`src/design/assert_macros.svh`:
```
// Assertion helpers shared by the window datapath modules.
// Both sample on the rising edge of clk and stay quiet while rst is high.
`ifndef ASSERT_MACROS_SVH
`define ASSERT_MACROS_SVH

// Check an expression at every clock edge.
`define SWSA_ASSERT(label, prop, msg) \
  label: assert property (@(posedge clk) disable iff (rst) (prop)) else $error(msg);

// Check a consequence in the same cycle as its trigger.
`define SWSA_ASSERT_IMPL(label, ante, cons, msg) \
  label: assert property (@(posedge clk) disable iff (rst) (ante) |-> (cons)) else $error(msg);

`endif

```
`src/design/swsa_pkg.sv`:
```
`timescale 1ns / 1ps
`default_nettype none

package swsa_pkg;

  // Window geometry and sample format
  localparam int MAX_WINDOW  = 64;
  localparam int SAMPLE_BITS = 16;
  localparam int PTR_W       = $clog2(MAX_WINDOW);
  localparam int CNT_W       = PTR_W + 1;
  localparam int ENTRY_W     = SAMPLE_BITS + 1;
  localparam int SUM_W       = SAMPLE_BITS + PTR_W;
  localparam int SQ_W        = 2 * SAMPLE_BITS + PTR_W;
  localparam int SQR_W       = 2 * SAMPLE_BITS;

  // Threshold format: unsigned Q4.4
  localparam int THETA_W    = 8;
  localparam int THETA_FRAC = 4;

  // Outlier test datapath widths
  localparam int DIFF_W   = SAMPLE_BITS + 1;
  localparam int DSQ_W    = 2 * SAMPLE_BITS;
  localparam int MSUM_W   = SAMPLE_BITS + SUM_W;
  localparam int MSQ_W    = 2 * SAMPLE_BITS;
  localparam int NMSQ_W   = MSQ_W + CNT_W;
  localparam int DDN_W    = DSQ_W + CNT_W;
  localparam int DEVS_W   = NMSQ_W + 2;
  localparam int DEVU_W   = DSQ_W + CNT_W;
  localparam int LHS_W    = DDN_W + 2 * THETA_FRAC;
  localparam int TT_W     = 2 * THETA_W;
  localparam int DEV_LO_W = DEVU_W / 2;
  localparam int DEV_HI_W = DEVU_W - DEV_LO_W;
  localparam int PLO_W    = TT_W + DEV_LO_W;
  localparam int PHI_W    = TT_W + DEV_HI_W;
  localparam int RHS_W    = TT_W + DEVU_W;
  localparam int CMP_W    = (LHS_W > RHS_W) ? LHS_W : RHS_W;

  // Job queue between front and back
  localparam int QUEUE_DEPTH = 4;
  localparam int QPTR_W      = $clog2(QUEUE_DEPTH);
  localparam int QCNT_W      = $clog2(QUEUE_DEPTH + 1);

  // Register port
  localparam int ADDR_W = 3;
  localparam int DATA_W = 32;

  localparam logic [CNT_W-1:0]   LEN_RESET   = CNT_W'(16);
  localparam logic [THETA_W-1:0] SIGMA_RESET = THETA_W'(48);

  typedef enum logic [ADDR_W-3:0] {
    REG_WINDOW_LENGTH    = 1'b0,
    REG_SIGMA_MULTIPLIER = 1'b1
  } reg_index_t;

  typedef logic signed [SAMPLE_BITS-1:0] sample_t;

  // Settings the front end needs from the register block
  typedef struct packed {
    logic [CNT_W-1:0]   len;
    logic [THETA_W-1:0] theta;
    logic               clear;
  } front_cfg_t;

  // Snapshot of window statistics for one outlier test
  typedef struct packed {
    sample_t                  latest;
    sample_t                  mean;
    logic [CNT_W-1:0]         count;
    logic signed [SUM_W-1:0]  acc_sum;
    logic signed [SQ_W-1:0]   acc_sq;
    logic [THETA_W-1:0]       theta;
  } job_t;

endpackage

`default_nettype wire

```
`src/design/swsa_queue.sv`:
```
`timescale 1ns / 1ps
`default_nettype none
`include "assert_macros.svh"

module swsa_queue (
  input  logic           clk,
  input  logic           rst,
  input  logic           push_valid,
  output logic           push_ready,
  input  swsa_pkg::job_t push_job,
  output logic           pop_valid,
  input  logic           pop_ready,
  output swsa_pkg::job_t pop_job
);
  import swsa_pkg::*;

  job_t              slots [QUEUE_DEPTH];
  logic [QPTR_W-1:0] rd_ptr;
  logic [QPTR_W-1:0] wr_ptr;
  logic [QCNT_W-1:0] count;
  logic              do_push;
  logic              do_pop;

  assign push_ready = (count != QCNT_W'(QUEUE_DEPTH));
  assign pop_valid  = (count != '0);
  assign do_push    = push_valid && push_ready;
  assign do_pop     = pop_valid && pop_ready;
  assign pop_job    = slots[rd_ptr];

  // Advance pointers and occupancy
  always_ff @(posedge clk) begin
    if (rst) begin
      rd_ptr <= '0;
      wr_ptr <= '0;
      count  <= '0;
    end else begin
      if (do_push) begin
        wr_ptr <= wr_ptr + QPTR_W'(1);
      end
      if (do_pop) begin
        rd_ptr <= rd_ptr + QPTR_W'(1);
      end
      unique case ({do_push, do_pop})
        2'b10:   count <= count + QCNT_W'(1);
        2'b01:   count <= count - QCNT_W'(1);
        default: count <= count;
      endcase
    end
  end

  always_ff @(posedge clk) begin
    if (do_push) begin
      slots[wr_ptr] <= push_job;
    end
  end

  `SWSA_ASSERT_IMPL(a_empty_ptrs, count == '0, rd_ptr == wr_ptr, "empty queue, pointers apart")

endmodule

`default_nettype wire

```
`config.mk`:
```
export PLATFORM = sky130hd
export DESIGN_NAME = swsa_queue
export DESIGN_NICKNAME = d
export VERILOG_FILES = /design/src/design/swsa_pkg.sv /design/src/design/swsa_queue.sv
export VERILOG_INCLUDE_DIRS = /design/src /design/src/design
export SDC_FILE = /design/constraint.sdc
export NUM_CORES = 1
export LEC_CHECK = 0
export BUFFER_PORTS_ARGS = -buffer_cell sky130_fd_sc_hd__buf_2
export CORE_MARGIN = 5
export CORE_UTILIZATION = 50
export CTS_CLUSTER_DIAMETER = 30
export DETAILED_ROUTE_END_ITERATION = 10
export MAX_ROUTING_LAYER = met4
export PLACE_DENSITY_LB_ADDON = 0.3
export SLEW_MARGIN = 5
export SYNTH_ARGS = -nofsm -noshare
export SYNTH_HDL_FRONTEND = slang
export SYNTH_SLANG_ARGS = --single-unit
```
`constraint.sdc`:
```
create_clock -name clk -period 10.22 [get_ports clk]
set_clock_uncertainty 0.15 [all_clocks]
set_input_delay 0.511 -clock clk [delete_from_list [all_inputs] [get_ports clk]]
set_output_delay 0.511 -clock clk [all_outputs]
set_load 0.02 [all_outputs]
```
# Yosys cells after proc, flatten, opt, wreduce, memory -nomap -nowiden
# Memory sizes are Yosys's and may differ from the RTL's. A register that Yosys moved wholly into a read port is not among the register bits.
# Cells that the tools add are included.
# totals
regBits,7
ram_bits,428
inputBits,111
output_inout_bits,109
wordCells,20
memories,1
# classes
n_addsub,4
n_eq_ne,3
mux,5
n_reduce_logical,4
# mem_list
memory,words,word_bits,read_ports,rd_ports_with_merged_regs,write_ports,line,text
slots,4,107,1,1,1,swsa_queue.sv:17,job_t slots [QUEUE_DEPTH];
# ops
op,n
3-bit one-hot mux with 2 select lines,1
2-bit by 1-bit adder with 2-bit output (second input constant),2
2-bit 2-to-1 mux,2
3-bit by 1-bit adder with 3-bit output (second input constant),1
3-bit != test (second input constant),1
3-bit nonzero test,1
3-bit by 1-bit subtractor with 3-bit output (second input constant),1
2-bit by 1-bit == test with 1-bit output (second input constant),1
2-bit == test (second input constant),1
1-bit logical AND,2
1-bit 2-to-1 mux,2
2-bit nonzero test,1

# Longest topological paths before layout
# Gate-level depths: netlist (run 1).
# depth
ltp_word,4
ltp_mapped,9
depth_no_buf,9

# Worst setup path after synthesis (run 1)
# No wires, ideal clock.
# synth_timing
kind,in2reg
start,input port push_valid
end,"memory slots[0][0] (netlist bit), enable pin"
setup_time_ns,0.478
arrival_ns,3.392
required_ns,9.592
path_slack_ns,6.200
cell_stages,2
path_buffers,0
path_cell_list,a21boi_1 and2_1
# synth_between
elab_chain_len,3
# synth_rtl
element,line,text
from (decl),swsa_queue.sv:8,"input logic push_valid,"
1-bit logical AND,swsa_queue.sv:26,assign do_push = push_valid && push_ready;
1-bit 2-to-1 mux,swsa_queue.sv:52,if (do_push) begin
1-bit 2-to-1 mux (not written as such),swsa_queue.sv:53,slots[wr_ptr] <= push_job;
to (decl),swsa_queue.sv:17,
# No other way between the ends.

==> summary.md, run 1 <==
| Metric | Value |
|---|---|
| CTS clk-pin slew, worst paths | 50 ps |
| Crit-path max cell delay | 820 ps |
| Crit-path slowest cell | buf_4 |
| H-tree depth | 3 |
| Post-CTS resize count | 0 |
| Die area | 35,500 sq um |
| Mean number of vias per cell | 5.36 |
| Top achievable clock speed | 231 MHz |
| Mapped Area | 15,900 sq um |
| Routability cong. | 0.747 |
| Cells after synthesis | 611 |
| I/O pins | 220 |
| Status | complete, no violations |
| Vias | 7,710 |
| Root buf cell | clkbuf_16 |
| Worst Path Required | 9560 ps |
| CP arrival | 3670 ps |
| RSZ-0062 raised after global routing | no |
| Critical-path maximum fanout | 48 |
| NumNets Final | 1,088 |
| Reg2Reg Depth | 4 |
| Min cycle time layout | 4330 ps |
| Die width | 188 microns |
| Final WL | 32,000 microns |
| Max Cap Viol | 0 |
| Worst slew pin tran | 1070 ps |
| CTS buffer count | 78 |
| Area Growth Syn to Fin | 31.0% |
| Synth unique cells | 24 |
| Cell with the most instances on the worst path | buf_4 |
| Syn Nets | 728 |
| CP Capture Type | output port |
| Antenna-violating nets left | 0 |
| Most common cell after layout, fill and taps aside | edfxtp_1 |
| Register bit total from synthesis | 437 |
| Routed wire per std cell | 22.3 microns |
| Synth warn | 0 |
| Max Buffers Root-to-Sink | 3 |
| Layout cells sized above 1 | 0.456 |
| Tcrit/Tclk final | 0.424 |
| Vias in the first global route | 8,377 |
| 1st-iter DRT viols | 528 |
| Crit-path cells | buf_4, buf_4, mux4_2, buf_2 |
| Post CTS Setup Buffer Count | 0 |
| Final setup fails | 0 |
| GR Overflow Total | 0 |
| Commonest non-fill, non-tap cells in the layout | edfxtp_1 (428), buf_2 (219), mux4_2 (107), clkbuf_16 (79), dlygate4sd3_1 (79) |
| Crit path launch type | flop |
| Post-DP HPWL | 17,900 microns |
| Core Area | 31,500 sq um |
| Hold Buf Count CTS | 78 |
| DRC viols | 0 |
| Setup_tns | 0 ps |
| Sink Count | 437 |
| Fin. max-slew vios | 0 |
| Register area share after synthesis | 0.820 |
| Crit path kind | reg -> out |
| Top post-synthesis cells by area | edfxtp_1 (81%), mux4_2 (15%), dfxtp_1 (1.1%) |
| Pre-Repair DR Iteration Count | 5 |
| First-pass GRT wire length | 49,300 microns |
| Initial core utilization | 0.505 |
| Max IR drop VDD | 0.000199 V |
| Global-route usage over all layers | 0.187 |
| Hold Slack | 26.0 ps |
| LEAKAGE | 7.17 nW |
| Mapped Avg Cell Area | 26.0 sq um |
| I/O Buffers | 219 |
| Slew margin rel. | 0.284 |
| Skew-Pair Late Insertion Delay | 560 ps |
| PwrDens | 286 nW/um^2 |
| CTS tree | built |
| Cell taking the most area after synthesis | edfxtp_1 |
| Die Span Y | 188 microns |
| Worst hold path stage count | 1 |
| Final hold vios | 0 |
| Hold Crit Class | in -> reg |
| Pin count of the biggest net entering global routing | 71 |
| Initial antenna violation count | 3 |
| Share of the synthesized area in the top cell type | 0.809 |
| Cell Rows | 65 |
[worst max-delay path: cells and delay by family, from the launching register on]
kind	cells	cell delay, ps
buf+inv	3	1760
flops	1	650
mux	1	660
[routing by layer]
| layer | wire [microns] | GRT usage | up-vias |
|---|---|---|---|
| li1 | - | - | 3384 |
| met1 | 13600 | 0.253 | 3986 |
| met2 | 15300 | 0.281 | 283 |
| met3 | 2580 | 0.0558 | 57 |
| met4 | 607 | 0.0567 | 0 |
| met5 | 0 | - | - |
[final timing paths]
kind | startpoint | to | slack (ps)
max | flop | pop_job[9] | 5890
min | push_job[85] | slots[1][85] | 30
max reg2reg | count[0] | slots[1][47] | 7070
min reg2reg | wr_ptr[1] | wr_ptr[1] | 380
[power by group]
part / switching [mW] / leakage (nW) / internal (mW)
Combinational: 0.692 / 1.92 / 0.510
Clock: 0.892 / 1.25 / 1.61
Sequential: 0.0830 / 4.00 / 2.17
[state kept, by name, indices dropped and copies added (netlist names), named ones only]
signal,flops
rd_ptr,2
slots,428
wr_ptr,2
count,3
[Yosys cell counts, drive strengths merged]
| library cell | number |
|---|---|
| edfxtp | 428 |
| mux4 | 107 |
| buf | 17 |
| dfxtp | 9 |
| nor2 | 9 |
| clkbuf | 8 |
| inv | 6 |
| ha | 5 |
| and2 | 4 |
| xor2 | 3 |
| a21oi | 2 |
| nand2b | 2 |
| or3 | 2 |
| a21boi | 1 |
| fa | 1 |
| mux2 | 1 |
| mux2i | 1 |
| nand2 | 1 |
| o21ai | 1 |
| o311ai | 1 |
| o31a | 1 |
| xnor2 | 1 |
[metrics by stage]
stage          total power, mW  utilization  area [sq um]  setup slack, ps  cells
5_1_grt                   6.20        0.661         20800             5460   1439
3_5_place_dp              3.48        0.553         17400             6300   1214
4_1_cts                   6.03        0.661         20800             5680   1435
6_report                  5.96        0.661         20800             5890   1439
2_1_floorplan             3.12            -         15900             6200    611
3_3_place_gp              3.47        0.553         17400             6290   1214
[cells by family (layout without fill, tap and decap cells)]
kind of cell,after synthesis,in the layout,share of synthesized area
flip-flops,437,437,0.820
multiplexers,109,109,0.153
buffers and inverters,31,454,0.0116
AND/OR/NAND/NOR,18,18,0.00551
adder cells (fa/ha/maj),6,6,0.00520
AO/OA/AOI/OAI,6,6,0.00252
XOR/XNOR,4,4,0.00220
other,0,3,0
[cell type report]
| cell class | count | area [sq um] |
|---|---|---|
| clock inverters | 60 | 623 |
| well taps | 402 | 503 |
| fillers | 2060 | 10700 |
| clock buffers | 83 | 1990 |
| repair buffers | 305 | 1940 |
| flip-flops and latches | 437 | 13000 |
| inverters | 6 | 22.5 |
| multi-input cells | 143 | 2690 |
| diodes | 3 | 7.51 |
Note: power is estimated with default switching activity, not from simulation.
==> run 2, diff against run 1 <==
==> constraint.sdc (replaced) <==
create_clock -name clk -period 4.3 [get_ports clk]
set_clock_uncertainty 0.15 [all_clocks]
set_input_delay 0.215 -clock clk [delete_from_list [all_inputs] [get_ports clk]]
set_output_delay 0.215 -clock clk [all_outputs]
set_load 0.02 [all_outputs]
==> run 2 against run 1 <==
  * Worst setup slack got worse by 4500 ps
  * Register-to-register slack got worse by 5500 ps
  * Combinational power increased by 150%
  * Die area unchanged
  * Highest routed layer unchanged
  * Total power increased by 150%
  * Wire length increased by 3.1%
  * Critical path depth decreased by 1
  * Via count increased by 2.3%
  * Global-route usage increased by 0.76 points
==> summary.md, run 2 (same netlist as run 1, synthesis figures left out) <==
| Metric | Value |
|---|---|
| Die area | 35,500 sq um (unchanged) |
| Top delay family on crit path | flip-flops (was buffers and inverters) |
| Crit-path slowest cell | dfxtp_4 (was buf_4) |
| Vias | 7,889 (was 7,710) |
| Top flop regs | slots: 428 flops, count: 3 flops (unchanged) |
| Status | complete, no violations (unchanged) |
| DRC viols | 0 (unchanged) |
| Mean number of vias per cell | 5.33 (was 5.36) |
| Met2 Use GR | 0.300 (was 0.281) |
| LEAKAGE | 7.44 nW (was 7.17 nW) |
| CP arrival | 2550 ps (was 3670 ps) |
| WP buf/inv | 2 (was 3) |
| Most common cell after layout, fill and taps aside | edfxtp_1 (unchanged) |
| GR Overflow Total | 0 (unchanged) |
| Critical R2R Capture | slots[2][60] (was slots[1][47]) |
| Worst Path Required | 3930 ps (was 9560 ps) |
| Initial core utilization | 0.505 (unchanged) |
| Routability cong. | 0.708 (was 0.747) |
| Met1 GRT Util | 0.260 (was 0.253) |
| RR Startpoint | count[0] (unchanged) |
| Placed Instances | 1,220 (was 1,214) |
| Global-route usage over all layers | 0.195 (was 0.187) |
| H-tree depth | 3 (unchanged) |
| Critical-path maximum fanout | 42 (was 48) |
| CTS clk-pin slew, worst paths | 50 ps (about the same) |
| Crit path kind | reg -> out (unchanged) |
| Final hold vios | 0 (unchanged) |
| Setup_tns | 0 ps (unchanged) |
| Fin. max-slew vios | 0 (unchanged) |
| Min cycle time layout | 2920 ps |
| Worst slew pin tran | 890 ps (was 1070 ps) |
| Max Cap Viol | 0 (unchanged) |
| Grt met3 use | 0.0504 (was 0.0558) |
| FF-to-FF setup slack | 1560 ps (was 7070 ps) |
| Tcrit/Tclk final | 0.679 |
| Hold Slack | 254 ps (was 26.0 ps) |
| Area Growth Syn to Fin | 34.9% (was 31.0%) |
| Max IR drop VDD | 0.000534 V (was 0.000199 V) |
| Top achievable clock speed | 342 MHz |
| Root buf cell | clkbuf_16 (unchanged) |
| CTS buffer count | 81 (was 78) |
| Hold path startpoint | push_job[105] (was push_job[85]) |
| Most Crowded Layer GR | met2 (unchanged) |
| Setup crit end | pop_job[34] (was pop_job[9]) |
| Die Span Y | 188 microns (unchanged) |
| Crit-path max cell delay | 770 ps (was 820 ps) |
| Crit path launch type | flop (unchanged) |
| Most flop-heavy register | slots (unchanged) |
| CP Capture Type | output port (unchanged) |
| WP depth | 3 (was 4) |
| Pre-Repair DR Iteration Count | 5 (unchanged) |
| Reg2Reg Depth | 4 (unchanged) |
| Commonest non-fill, non-tap cells in the layout | edfxtp_1 (428), buf_2 (219), dlygate4sd3_1 (111), mux4_2 (107), clkbuf_16 (83) (was edfxtp_1 (428), buf_2 (219), mux4_2 (107), clkbuf_16 (79), dlygate4sd3_1 (79)) |
| Crit-path cells | buf_12, mux4_2, buf_2 (was buf_4, buf_4, mux4_2, buf_2) |
| Max reg flops | 428 (unchanged) |
| I/O Buffers | 219 (unchanged) |
| Max Buffers Root-to-Sink | 3 (unchanged) |
| First-pass GRT wire length | 51,100 microns (was 49,300 microns) |
| Cell Rows | 65 (unchanged) |
| Total power | 14.7 mW (was 5.96 mW) |
| NumNets Final | 1,129 (was 1,088) |
| 1st-iter DRT viols | 481 (was 528) |
| Slew margin rel. | 0.407 (was 0.284) |
| Post-DP HPWL | 18,000 microns (was 17,900 microns) |
| CTS tree | built (unchanged) |
| Final WL | 33,000 microns (was 32,000 microns) |
| I/O pins | 220 (unchanged) |
| PwrDens | 686 nW/um^2 (was 286 nW/um^2) |
| Pin count of the biggest net entering global routing | 71 (unchanged) |
| Post-CTS resize count | 0 (unchanged) |
| Layout cells sized above 1 | 0.442 (was 0.456) |
| Core Area | 31,500 sq um (unchanged) |
| Final setup fails | 0 (unchanged) |
| Final Util | 0.681 (was 0.661) |
| RSZ-0062 raised after global routing | no (unchanged) |
| Die width | 188 microns (unchanged) |
| Antenna-violating nets left | 0 (unchanged) |
| Initial antenna violation count | 2 (was 3) |
| Hold Crit Class | in -> reg (unchanged) |
| Skew-Pair Late Insertion Delay | 550 ps (was 560 ps) |
| Vias in the first global route | 8,748 (was 8,377) |
| Routed wire per std cell | 22.3 microns (about the same) |
| Final non-filler cell total | 1,480 (was 1,439) |
| Sink Count | 437 (unchanged) |
## run 2: worst min-delay path by stage
stage               cells past startpoint       endpoint  slack [ps]
floorplan                               0    slots[0][0]         160
global placement                        1   slots[2][10]         280
detailed placement                      1   slots[2][54]         280
CTS                                     2  slots[0][105]         220
global route                            2   slots[3][57]         250
finish                                  2  slots[0][105]         250
## run 2: layout make-up
class,instances,area (sq um)
antenna,2,5.00
clock buffer,91,2110
clock inverter,56,688
fill,1930,10000
inverter,6,22.5
multi-input combinational,143,2690
sequential,437,13000
tap,402,503
timing repair buffer,343,2380
## run 2: per-stage QoR
stage / instance area [sq um] / setup slack [ps]
after detailed placement: 17500 / 1530
after global placement: 17500 / 1620
final: 21400 / 1380
after floorplan: 15900 / 347
after CTS: 21400 / 1280
after global routing: 21400 / 1180
## run 2: where the power goes
group | switching, mW | total (mW) | internal, mW | leakage (nW)
Clock | 2.07 | 6.40 | 4.32 | 1.34
Combinational | 1.66 | 2.94 | 1.28 | 2.10
Sequential | 0.212 | 5.36 | 5.15 | 4.00
Total | 3.94 | 14.7 | 10.8 | 7.44
## run 2: timing repair
item,CTS,global route
hold buffers,111,0
buffers inserted,0,0
endpoints found under the hold margin,437,0
## run 2: metal layers
metal	wire length [microns]	part of all wire
met4	737	0.022
met1	13800	0.42
met5	0	0
met3	2310	0.070
met2	16200	0.49
## run 2: worst register-to-register path, cell delays in order, from the launching register on
cell	delay (ps)
dfxtp_1	410
nor2_1	90
a21boi_1	490
and2_4	800
buf_4	460
