File: src/design/assert_macros.svh
// Assertion helpers shared by the window datapath modules.
// Both sample on the rising edge of clk and stay quiet while rst is high.
`ifndef ASSERT_MACROS_SVH
`define ASSERT_MACROS_SVH

// Check an expression at every clock edge.
`define SWSA_ASSERT(label, prop, msg) \
  label: assert property (@(posedge clk) disable iff (rst) (prop)) else $error(msg);

// Check a consequence in the same cycle as its trigger.
`define SWSA_ASSERT_IMPL(label, ante, cons, msg) \
  label: assert property (@(posedge clk) disable iff (rst) (ante) |-> (cons)) else $error(msg);

`endif

File: src/design/swsa_pkg.sv
`timescale 1ns / 1ps
`default_nettype none

package swsa_pkg;

  // Window geometry and sample format
  localparam int MAX_WINDOW  = 64;
  localparam int SAMPLE_BITS = 16;
  localparam int PTR_W       = $clog2(MAX_WINDOW);
  localparam int CNT_W       = PTR_W + 1;
  localparam int ENTRY_W     = SAMPLE_BITS + 1;
  localparam int SUM_W       = SAMPLE_BITS + PTR_W;
  localparam int SQ_W        = 2 * SAMPLE_BITS + PTR_W;
  localparam int SQR_W       = 2 * SAMPLE_BITS;

  // Threshold format: unsigned Q4.4
  localparam int THETA_W    = 8;
  localparam int THETA_FRAC = 4;

  // Outlier test datapath widths
  localparam int DIFF_W   = SAMPLE_BITS + 1;
  localparam int DSQ_W    = 2 * SAMPLE_BITS;
  localparam int MSUM_W   = SAMPLE_BITS + SUM_W;
  localparam int MSQ_W    = 2 * SAMPLE_BITS;
  localparam int NMSQ_W   = MSQ_W + CNT_W;
  localparam int DDN_W    = DSQ_W + CNT_W;
  localparam int DEVS_W   = NMSQ_W + 2;
  localparam int DEVU_W   = DSQ_W + CNT_W;
  localparam int LHS_W    = DDN_W + 2 * THETA_FRAC;
  localparam int TT_W     = 2 * THETA_W;
  localparam int DEV_LO_W = DEVU_W / 2;
  localparam int DEV_HI_W = DEVU_W - DEV_LO_W;
  localparam int PLO_W    = TT_W + DEV_LO_W;
  localparam int PHI_W    = TT_W + DEV_HI_W;
  localparam int RHS_W    = TT_W + DEVU_W;
  localparam int CMP_W    = (LHS_W > RHS_W) ? LHS_W : RHS_W;

  // Job queue between front and back
  localparam int QUEUE_DEPTH = 4;
  localparam int QPTR_W      = $clog2(QUEUE_DEPTH);
  localparam int QCNT_W      = $clog2(QUEUE_DEPTH + 1);

  // Register port
  localparam int ADDR_W = 3;
  localparam int DATA_W = 32;

  localparam logic [CNT_W-1:0]   LEN_RESET   = CNT_W'(16);
  localparam logic [THETA_W-1:0] SIGMA_RESET = THETA_W'(48);

  typedef enum logic [ADDR_W-3:0] {
    REG_WINDOW_LENGTH    = 1'b0,
    REG_SIGMA_MULTIPLIER = 1'b1
  } reg_index_t;

  typedef logic signed [SAMPLE_BITS-1:0] sample_t;

  // Settings the front end needs from the register block
  typedef struct packed {
    logic [CNT_W-1:0]   len;
    logic [THETA_W-1:0] theta;
    logic               clear;
  } front_cfg_t;

  // Snapshot of window statistics for one outlier test
  typedef struct packed {
    sample_t                  latest;
    sample_t                  mean;
    logic [CNT_W-1:0]         count;
    logic signed [SUM_W-1:0]  acc_sum;
    logic signed [SQ_W-1:0]   acc_sq;
    logic [THETA_W-1:0]       theta;
  } job_t;

endpackage

`default_nettype wire

File: src/design/swsa_sample_if.sv
`timescale 1ns / 1ps
`default_nettype none

interface swsa_sample_if;
  import swsa_pkg::*;

  logic    valid;
  logic    ready;
  sample_t sample_value;
  logic    sample_present;
  sample_t window_mean;

  modport source (output valid, output sample_value, output sample_present,
                  output window_mean, input ready);
  modport sink (input valid, input sample_value, input sample_present,
                input window_mean, output ready);
endinterface

`default_nettype wire

File: src/design/swsa_ram.sv
`timescale 1ns / 1ps
`default_nettype none

module swsa_ram #(
  parameter int WIDTH = 8,
  parameter int DEPTH = 16
) (
  input  logic                     clk,
  input  logic                     we,
  input  logic [$clog2(DEPTH)-1:0] waddr,
  input  logic [WIDTH-1:0]         wdata,
  input  logic                     re,
  input  logic [$clog2(DEPTH)-1:0] raddr,
  output logic [WIDTH-1:0]         rdata
);
  logic [WIDTH-1:0] mem [DEPTH];

  // One write port, one registered read port
  always_ff @(posedge clk) begin
    if (we) begin
      mem[waddr] <= wdata;
    end
    if (re) begin
      rdata <= mem[raddr];
    end
  end
endmodule

`default_nettype wire

File: src/design/swsa_front.sv
`timescale 1ns / 1ps
`default_nettype none
`include "assert_macros.svh"

module swsa_front (
  input  logic                clk,
  input  logic                rst,
  input  swsa_pkg::front_cfg_t cfg,
  swsa_sample_if.sink         samples,
  output logic                job_valid,
  input  logic                job_ready,
  output swsa_pkg::job_t      job
);
  import swsa_pkg::*;

  typedef enum logic [1:0] {S_IDLE, S_OLD, S_UPD, S_PUSH} state_t;

  state_t state;

  // Window state
  logic [PTR_W-1:0]        wp;
  logic [CNT_W-1:0]        fill;
  logic [CNT_W-1:0]        pcount;
  logic signed [SUM_W-1:0] acc_sum;
  logic signed [SQ_W-1:0]  acc_sq;
  sample_t                 latest;

  // Current request and the entry it replaces
  sample_t                 x;
  sample_t                 mean;
  logic                    x_pres;
  logic signed [SQR_W-1:0] x_sq;
  sample_t                 ov;
  logic                    ov_pres;
  logic signed [SQR_W-1:0] ov_sq;

  logic                    take;
  logic [PTR_W-1:0]        wp_use;
  logic [CNT_W-1:0]        wp_ext;
  logic [CNT_W-1:0]        wp_inc;
  logic [ENTRY_W-1:0]      rd_data;
  logic [ENTRY_W-1:0]      store_wdata;
  logic                    store_we;
  sample_t                 rd_val;
  logic                    full;
  logic                    drop;
  logic                    emit;
  logic [PTR_W-1:0]        wp_next;
  logic [CNT_W-1:0]        fill_next;
  logic [CNT_W-1:0]        pcount_next;
  logic signed [SUM_W-1:0] sum_drop;
  logic signed [SUM_W-1:0] sum_add;
  logic signed [SUM_W-1:0] sum_next;
  logic signed [SQ_W-1:0]  sq_drop;
  logic signed [SQ_W-1:0]  sq_add;
  logic signed [SQ_W-1:0]  sq_next;
  sample_t                 latest_next;

  assign samples.ready = (state == S_IDLE);
  assign take          = samples.valid && samples.ready;
  assign job_valid     = (state == S_PUSH);

  // Guard the pointer against a length below it
  assign wp_ext = CNT_W'(wp);
  assign wp_use = (wp_ext >= cfg.len) ? '0 : wp;
  assign wp_inc = CNT_W'(wp_use) + CNT_W'(1);

  assign rd_val      = rd_data[SAMPLE_BITS-1:0];
  assign store_we    = (state == S_UPD);
  assign store_wdata = {x_pres, x};

  swsa_ram #(
    .WIDTH (ENTRY_W),
    .DEPTH (MAX_WINDOW)
  ) u_store (
    .clk   (clk),
    .we    (store_we),
    .waddr (wp_use),
    .wdata (store_wdata),
    .re    (take),
    .raddr (wp_use),
    .rdata (rd_data)
  );

  // Retire the oldest entry and fold in the new one
  always_comb begin
    full = (fill >= cfg.len);
    drop = full && ov_pres;

    sum_drop = '0;
    sq_drop  = '0;
    if (drop) begin
      sum_drop = SUM_W'(ov);
      sq_drop  = SQ_W'(ov_sq);
    end
    sum_add = '0;
    sq_add  = '0;
    if (x_pres) begin
      sum_add = SUM_W'(x);
      sq_add  = SQ_W'(x_sq);
    end
    sum_next = acc_sum - sum_drop + sum_add;
    sq_next  = acc_sq - sq_drop + sq_add;

    pcount_next = pcount;
    if (drop && (pcount != '0)) begin
      pcount_next = pcount_next - CNT_W'(1);
    end
    if (x_pres) begin
      pcount_next = pcount_next + CNT_W'(1);
    end

    fill_next   = full ? fill : fill + CNT_W'(1);
    latest_next = x_pres ? x : latest;
    wp_next     = (wp_inc >= cfg.len) ? '0 : wp_inc[PTR_W-1:0];
    emit        = (fill_next >= cfg.len) && (pcount_next != '0);
  end

  // Sequence one request: read old entry, update, hand off
  always_ff @(posedge clk) begin
    if (rst) begin
      state   <= S_IDLE;
      wp      <= '0;
      fill    <= '0;
      pcount  <= '0;
      acc_sum <= '0;
      acc_sq  <= '0;
      latest  <= '0;
    end else begin
      unique case (state)
        S_IDLE: begin
          if (take) begin
            state <= S_OLD;
          end
        end
        S_OLD: begin
          state <= S_UPD;
        end
        S_UPD: begin
          state <= emit ? S_PUSH : S_IDLE;
        end
        S_PUSH: begin
          if (job_ready) begin
            state <= S_IDLE;
          end
        end
      endcase
      // A new window length restarts the window
      if (cfg.clear) begin
        wp      <= '0;
        fill    <= '0;
        pcount  <= '0;
        acc_sum <= '0;
        acc_sq  <= '0;
        latest  <= '0;
      end else if (state == S_UPD) begin
        wp      <= wp_next;
        fill    <= fill_next;
        pcount  <= pcount_next;
        acc_sum <= sum_next;
        acc_sq  <= sq_next;
        latest  <= latest_next;
      end
    end
  end

  // Hold the request payload and build the job
  always_ff @(posedge clk) begin
    if (take) begin
      x      <= samples.sample_value;
      mean   <= samples.window_mean;
      x_pres <= samples.sample_present;
      x_sq   <= SQR_W'(samples.sample_value) * SQR_W'(samples.sample_value);
    end
    if (state == S_OLD) begin
      ov      <= rd_val;
      ov_pres <= rd_data[SAMPLE_BITS];
      ov_sq   <= SQR_W'(rd_val) * SQR_W'(rd_val);
    end
    if (state == S_UPD) begin
      job.latest  <= latest_next;
      job.mean    <= mean;
      job.count   <= pcount_next;
      job.acc_sum <= sum_next;
      job.acc_sq  <= sq_next;
      job.theta   <= cfg.theta;
    end
  end

  `SWSA_ASSERT(a_count_le_fill, pcount <= fill, "present count exceeds window fill")
  `SWSA_ASSERT_IMPL(a_ptr_tracks_fill, fill < cfg.len, wp_ext == fill, "pointer off fill")

endmodule

`default_nettype wire

File: src/flat_wrapper.sv
// flat-port wrapper written by rule: the top's interface ports become plain ports
module swsa_front_flat import swsa_pkg::*;
  (clk, rst, cfg, job_valid, job_ready, job, samples_valid, samples_sample_value, samples_sample_present, samples_window_mean, samples_ready);
  swsa_sample_if samples_i ();
  input  logic clk;
  input  logic rst;
  input  swsa_pkg::front_cfg_t cfg;
  output logic job_valid;
  input  logic job_ready;
  output swsa_pkg::job_t job;
  input wire logic [$bits(samples_i.valid)-1:0] samples_valid;
  input wire logic [$bits(samples_i.sample_value)-1:0] samples_sample_value;
  input wire logic [$bits(samples_i.sample_present)-1:0] samples_sample_present;
  input wire logic [$bits(samples_i.window_mean)-1:0] samples_window_mean;
  output wire logic [$bits(samples_i.ready)-1:0] samples_ready;
  assign samples_i.valid = samples_valid;
  assign samples_i.sample_value = samples_sample_value;
  assign samples_i.sample_present = samples_sample_present;
  assign samples_i.window_mean = samples_window_mean;
  assign samples_ready = samples_i.ready;
  swsa_front u_core (.clk(clk), .rst(rst), .cfg(cfg), .samples(samples_i), .job_valid(job_valid), .job_ready(job_ready), .job(job));
endmodule
File: config.mk
export PLATFORM = sky130hd
export DESIGN_NAME = swsa_front_flat
export DESIGN_NICKNAME = d
export VERILOG_FILES = /design/src/design/swsa_pkg.sv /design/src/design/swsa_sample_if.sv /design/src/design/swsa_ram.sv /design/src/design/swsa_front.sv /design/src/flat_wrapper.sv
export VERILOG_INCLUDE_DIRS = /design/src /design/src/design
export SDC_FILE = /design/constraint.sdc
export NUM_CORES = 2
export LEC_CHECK = 0
export ABC_AREA = 1
export BUFFER_PORTS_ARGS = -buffer_cell sky130_fd_sc_hd__buf_2
export CAP_MARGIN = 15
export CORE_MARGIN = 8
export CORE_UTILIZATION = 35
export CTS_BUF_LIST = sky130_fd_sc_hd__clkbuf_2 sky130_fd_sc_hd__clkbuf_4 sky130_fd_sc_hd__clkbuf_8
export DETAILED_ROUTE_END_ITERATION = 16
export PLACE_DENSITY = 0.53
export SLEW_MARGIN = 20
export SYNTH_ARGS = -nofsm -noshare
export SYNTH_HDL_FRONTEND = slang
export SYNTH_HIERARCHICAL = 1
export SYNTH_SLANG_ARGS = --single-unit
File: constraint.sdc
create_clock -name clk -period 9.9 [get_ports clk]
set_clock_uncertainty 0.05 [all_clocks]
set_input_delay 1.485 -clock clk [delete_from_list [all_inputs] [get_ports clk]]
set_output_delay 1.485 -clock clk [all_outputs]
set_load 0.05 [all_outputs]
=== Word level (Yosys, flattened, before mapping) ===
Memories as Yosys holds them, arrays and structs flattened. A register that Yosys moved wholly into a read port is not among the register bits.
Cells that the tools add are included.

* Register bits after elaboration: 319
* Bits in writable memories: 1,088
* Word-level logic and storage cells: 65
* Memories kept: 1

* Add/subtract/negate cells: 8
* $mul: 2
* Order comparisons: 4
* Eq/ne operators: 5
* Mux-type cells: 16
* Reductions and logical operators: 9

{| class="wikitable"
|+ Memory list
! memory !! words !! width !! read ports !! clocked after memory_dff !! write ports !! line !! RTL
|-
| u_core.u_store.mem || 64 || 17 || 1 || 1 || 1 || swsa_ram.sv:16 || <nowiki>logic [WIDTH-1:0] mem [DEPTH];</nowiki>
|}

{| class="wikitable"
|+ Operator list
! kind !! number
|-
| 38-bit 2-to-1 mux || 2
|-
| 16-bit by 16-bit multiplier with 32-bit output || 2
|-
| 22-bit 2-to-1 mux || 2
|-
| 38-bit adder || 1
|-
| 38-bit subtractor || 1
|-
| 22-bit adder || 1
|-
| 22-bit subtractor || 1
|-
| 7-bit >= comparator || 3
|-
| 7-bit 2-to-1 mux || 3
|-
| 16-bit 2-to-1 mux || 1
|-
| 7-bit by 1-bit adder with 7-bit output (second input constant) || 2
|-
| 7-bit nonzero test || 2
|-
| 6-bit 2-to-1 mux || 2
|-
| 2-bit one-hot mux with 4 select lines || 1
|-
| 6-bit by 1-bit adder with 7-bit output (second input constant) || 1
|-
| 6-bit by 7-bit >= comparator with 1-bit output || 1
|-
| 7-bit by 1-bit subtractor with 7-bit output (second input constant) || 1
|-
| 2-bit 2-to-1 mux || 3
|-
| 2-bit == test (second input constant) || 2
|-
| 1-bit logical AND || 4
|-
| 2-bit by 1-bit == test with 1-bit output (second input constant) || 1
|-
| 2-bit zero test || 1
|-
| 1-bit 2-to-1 mux || 2
|-
| 2-bit by 1-bit != test with 1-bit output (second input constant) || 1
|-
| 3 further kinds || 3
|}

=== Logic depth before layout (Yosys ltp) ===
* Depth in word-level cells: 10
* Mapped depth: 30
* Gate-level depth less buffers: 28

=== Hierarchy ===
The synthesis kept the hierarchy.

{| class="wikitable"
|+ Modules (own cells, without submodules)
! module !! times used !! cells each !! area each (µm²) !! seq. area each (µm²)
|-
| swsa_ram || 1 || 3,731 || 44,615.3 || 33,181.8
|-
| swsa_front || 1 || 4,045 || 35,447.7 || 8,478.1
|}

=== Least setup slack after synthesis ===
OpenSTA, ideal clock, no wires.

* Kind: input port to flip-flop
* Start: in samples_sample_value[1]
* End: reg u_core.x_sq[28] (data pin)
* Arrival: 6.936 ns
* Required time: 9.591 ns
* Setup slack: 2.655 ns
* Stages: 21
* Path buffers: 2
* Cells stage by stage: clkbuf_1 -> clkbuf_1 -> nand2_1 -> inv_1 -> fa_1 -> fa_1 -> fa_1 -> fa_1 -> fa_1 -> inv_1 -> fa_1 -> inv_1 -> ha_1 -> nand2_1 -> nor4_1 -> nand2_1 -> o211ai_1 -> nand3_1 -> nand2_1 -> a21oi_1 -> xnor2_1

* Word-level cells in the longest chain between the ends: 1

{| class="wikitable"
|+ Ends and longest elaborated chain
! what !! line !! RTL
|-
| start, declared || flat_wrapper.sv:12 || <nowiki>input wire logic [$bits(samples_i.sample_value)-1:0] samples_sample_value;</nowiki>
|-
| 16-bit by 16-bit multiplier with 32-bit output || swsa_front.sv:173 || <nowiki>x_sq <= SQR_W'(samples.sample_value) * SQR_W'(samples.sample_value);</nowiki>
|-
| end signal, assigned || swsa_front.sv:173 ||
|-
| end, declared || swsa_front.sv:32 || <nowiki>logic signed [SQR_W-1:0] x_sq;</nowiki>
|}

Every way passes these cells.
A chain may end at the register's enable or synchronous reset.

=== Worst setup path after layout ===
* Start: in samples_sample_value[15]
* End: reg u_core.x_sq[28] (data pin)

The elaborated chain is that of the path after synthesis.

==> impl_results.md <==
- Status: finished, final reports clean
- R2R depth: 17
- Post-CTS Setup Inserts: 0
- Main synth FF type: edfxtp_1
- Antenna viol nets, final: 0
- Crit-path slowest cell: fa_1
- Worst Hold Class: flop to flop
- Worst Path Arrival: 7.34 ns
- Worst setup startpoint: samples_sample_value[15]
- Syn_nets: 8625
- Starting DRT DRC Count: 4193
- Maximum fanout along the worst path: 23
- Pre-antenna DRT Iters: 6
- Crit path to: u_core/x_sq[28]$_DFFE_PP_
- TNS Setup: 0 ns
- DP HPWL: 143000 um
- CTS buffer count: 234
- Worst setup EP type: flop
- Clock Path Buffers: 3
- Die width: 494 um
- PwrDens: 309 nW/um^2
- Remaining global-route overflow: 0
- Rel. slew slack: 25.0%
- Worst-margin pin slew: 1.13 ns
- Number of distinct standard cells referenced by the synthesized netlist: 59
- Chip Height: 494 um
- F_max: 149 MHz
- Reg-to-reg endpoint: u_core/ov_sq[31]$_DFFE_PN_
- Number of placed instances, taps included: 10700
- Post-CTS resize count: 0
- Async SR Flop Fraction: 0%
- Min Tclk post-route: 6.71 ns
- Largest area contributor in the netlist: edfxtp_1
- Die footprint: 244000 sq um
- CP peak stage delay: 0.88 ns
- Mapped Area: 80100 sq um
- Fillcell total: 22300
- CTS tree: built
- Post-Route WL: 223000 um
- Crit Path Category: input pin to flop
- Number of global-route vias before repair: 55300
- Mapped Cells: 7776
- DRC errors left: 0
- CP required: 10.53 ns
- Synth top area share: 49.6%
- First-pass GRT wire length: 341000 um
- Placed Instance Area: 84200 sq um
- FF-to-FF Start: u_core/u_store/rdata[2]$_DFFE_PP_
- Warnings, synthesis: 6
- Vias per cell: 4.90
- Initial antenna violation count: 18
- Syn Area/Cell: 10.3 sq um
- EDFF count, synth: 1322
- Worst skew pair latency: 1.01 ns
- GPL Wtd Cong: 0.905
- Min-delay src: u_core/mean[2]$_DFFE_PP_
- Top cells by count, synth: nand2_1 (1982), edfxtp_1 (1322), inv_1 (1198)
- CP Launch Type: input pin
- Final hold vios: 0
- Root buffer cell: clkbuf_8
- Leak: 0.0377 uW
- H-tree lvl count: 4
- RSZ-0062 raised after global routing: false
- Area Overhead vs Synth: 11.1%
- Share of layout cells above drive strength 1: 9.15%
- Starting Density: 35.2%
- Maximum vdd ir drop: 0.513 mV
- R2R setup slack: 3.24 ns
- Gr usage total: 18.0%
- Core area: 227000 sq um
- Io pins: 162
- Final Max Tran Viols: 0
- Synth Register Bits: 1420
- Post-route cell area: 88900 sq um
- Final setup fails: 0
- Pin count of the biggest net entering global routing: 168
- CP Cell Sequence: buf_2 -> nand2_1 -> inv_1 -> fa_1 -> fa_1 -> fa_1 -> fa_1 -> fa_1 -> inv_1 -> fa_1 -> inv_1 -> ha_1 -> nand2_1 -> nor4_1 -> nand2_1 -> o211ai_1 -> nand3_1 -> nand2_1 -> a21oi_1 -> xnor2_1
- CTS sink cnt: 1420
- Hold_buf cts: 0
- Most common cell on crit path: fa_1
- Finished Layout Cells: 11200
- Max cap viols: 0
- Tightest hold margin: 0.370 ns
- Seq/Total Area, Yosys: 52.0%
- Number of core rows: 175
- Port-buffer cells: 161
- Top-count cell post-synth: nand2_1
- Reg clk slew, reported paths: 0.06 ns
- WL/cell: 20.0 um
- Layout Nets: 8806
- Final Cycle Share: 67.8%
- Largest cells by area after synthesis: edfxtp_1 (50%), fa_1 (13%), nand2_1 (9.3%)
- Vias post-DR: 54700
==> cell usage in the layout, fill, tap and decap left out, types with 13 or more instances in the layout <==
master / instances
nand2_1: 1982
edfxtp_1: 1322
inv_1: 1196
nand3_1: 1015
fa_1: 524
ha_1: 272
nor2_1: 260
clkbuf_8: 238
a21oi_1: 208
buf_2: 161
o21ai_0: 136
buf_4: 123
xor2_1: 111
dfxtp_1: 98
clkbuf_4: 90
clkinv_1: 63
xnor2_1: 50
nand4_1: 27
clkinv_2: 24
nor3_1: 23
o21ai_1: 22
a31oi_1: 18
a211oi_1: 18
o21bai_1: 17
nor2_2: 13
==> sequential cells by signal, summed over array words and instances (netlist names), 6 cells and up <==
register              flops
u_core/ov_sq             30
u_core/x_sq              30
u_core/fill               7
u_core/u_store/rdata     17
u_core/pcount             7
u_core/acc_sq            38
u_core/ov                16
u_core/x                 16
u_core/job              107
u_core/u_store/mem     1088
u_core/mean              16
u_core/latest            16
u_core/acc_sum           22
u_core/wp                 6
==> cells by family (layout without fill, tap and decap cells) <==
kind of cell	after synthesis	after routing	synth area share, %
flops	1420	1420	52.0
simple gates	3365	3365	17.7
compound gates	479	479	3.39
fa+ha+maj	796	796	17.4
buf+inv	1554	1933	7.78
xor+xnor	161	161	1.76
other cells	1	8	0.00468
==> worst min path at each step <==
stage               slack (ns)                  endpoint  depth (start not counted)
finish                    0.37  u_core/job[77]$_DFFE_PP_                          0
global route              0.38  u_core/job[89]$_DFFE_PP_                          0
CTS                       0.37  u_core/job[75]$_DFFE_PP_                          0
detailed placement        0.36  u_core/job[77]$_DFFE_PP_                          0
global placement          0.35  u_core/job[76]$_DFFE_PP_                          0
floorplan                 0.35  u_core/job[75]$_DFFE_PP_                          0
==> power breakdown <==
part,internal [uW],leakage [uW],switching [uW]
registers,7540,0.0127,106
logic,5360,0.0225,9280
clock network,2740,0.00250,2480
total,15600,0.0377,11900
==> routing by layer <==
metal / global-route usage (%) / up-vias / wire length, um
li1: - / 25700 / -
met1: 25.4 / 27000 / 101000
met2: 28.9 / 1608 / 102000
met3: 3.38 / 317 / 15200
met4: 4.37 / 14 / 4970
met5: 0 / - / 91
==> critical path: cells and delay by family <==
kind | cells | cell delay (ns)
fa+ha+maj | 7 | 3.79
simple gates | 6 | 0.99
buf+inv | 4 | 0.59
compound gates | 2 | 0.36
xor+xnor | 1 | 0.12
==> metrics by stage <==
stage / power (uW) / util [%] / setup WS (ns)
finish: 27500 / 39.1 / 3.19
global route: 29900 / 39.1 / 2.87
CTS: 27800 / 39.1 / 3.16
detailed placement: 22500 / 37.0 / 2.19
global placement: 22400 / 37.0 / 2.20
floorplan: 18400 / - / 2.65
==> layout make-up <==
type	instances	area (sq um)	area share, %
Antenna cell	7	17.5	0.0197
Clock buffer	328	3950	4.44
Clock inverter	106	797	0.896
Inverter	1208	4570	5.14
Multi-Input combinational cell	4802	32300	36.3
Sequential cell	1420	41700	46.8
Tap cell	3009	3760	4.23
Timing Repair Buffer	291	1870	2.10
Note: power is estimated with default switching activity, not from simulation.
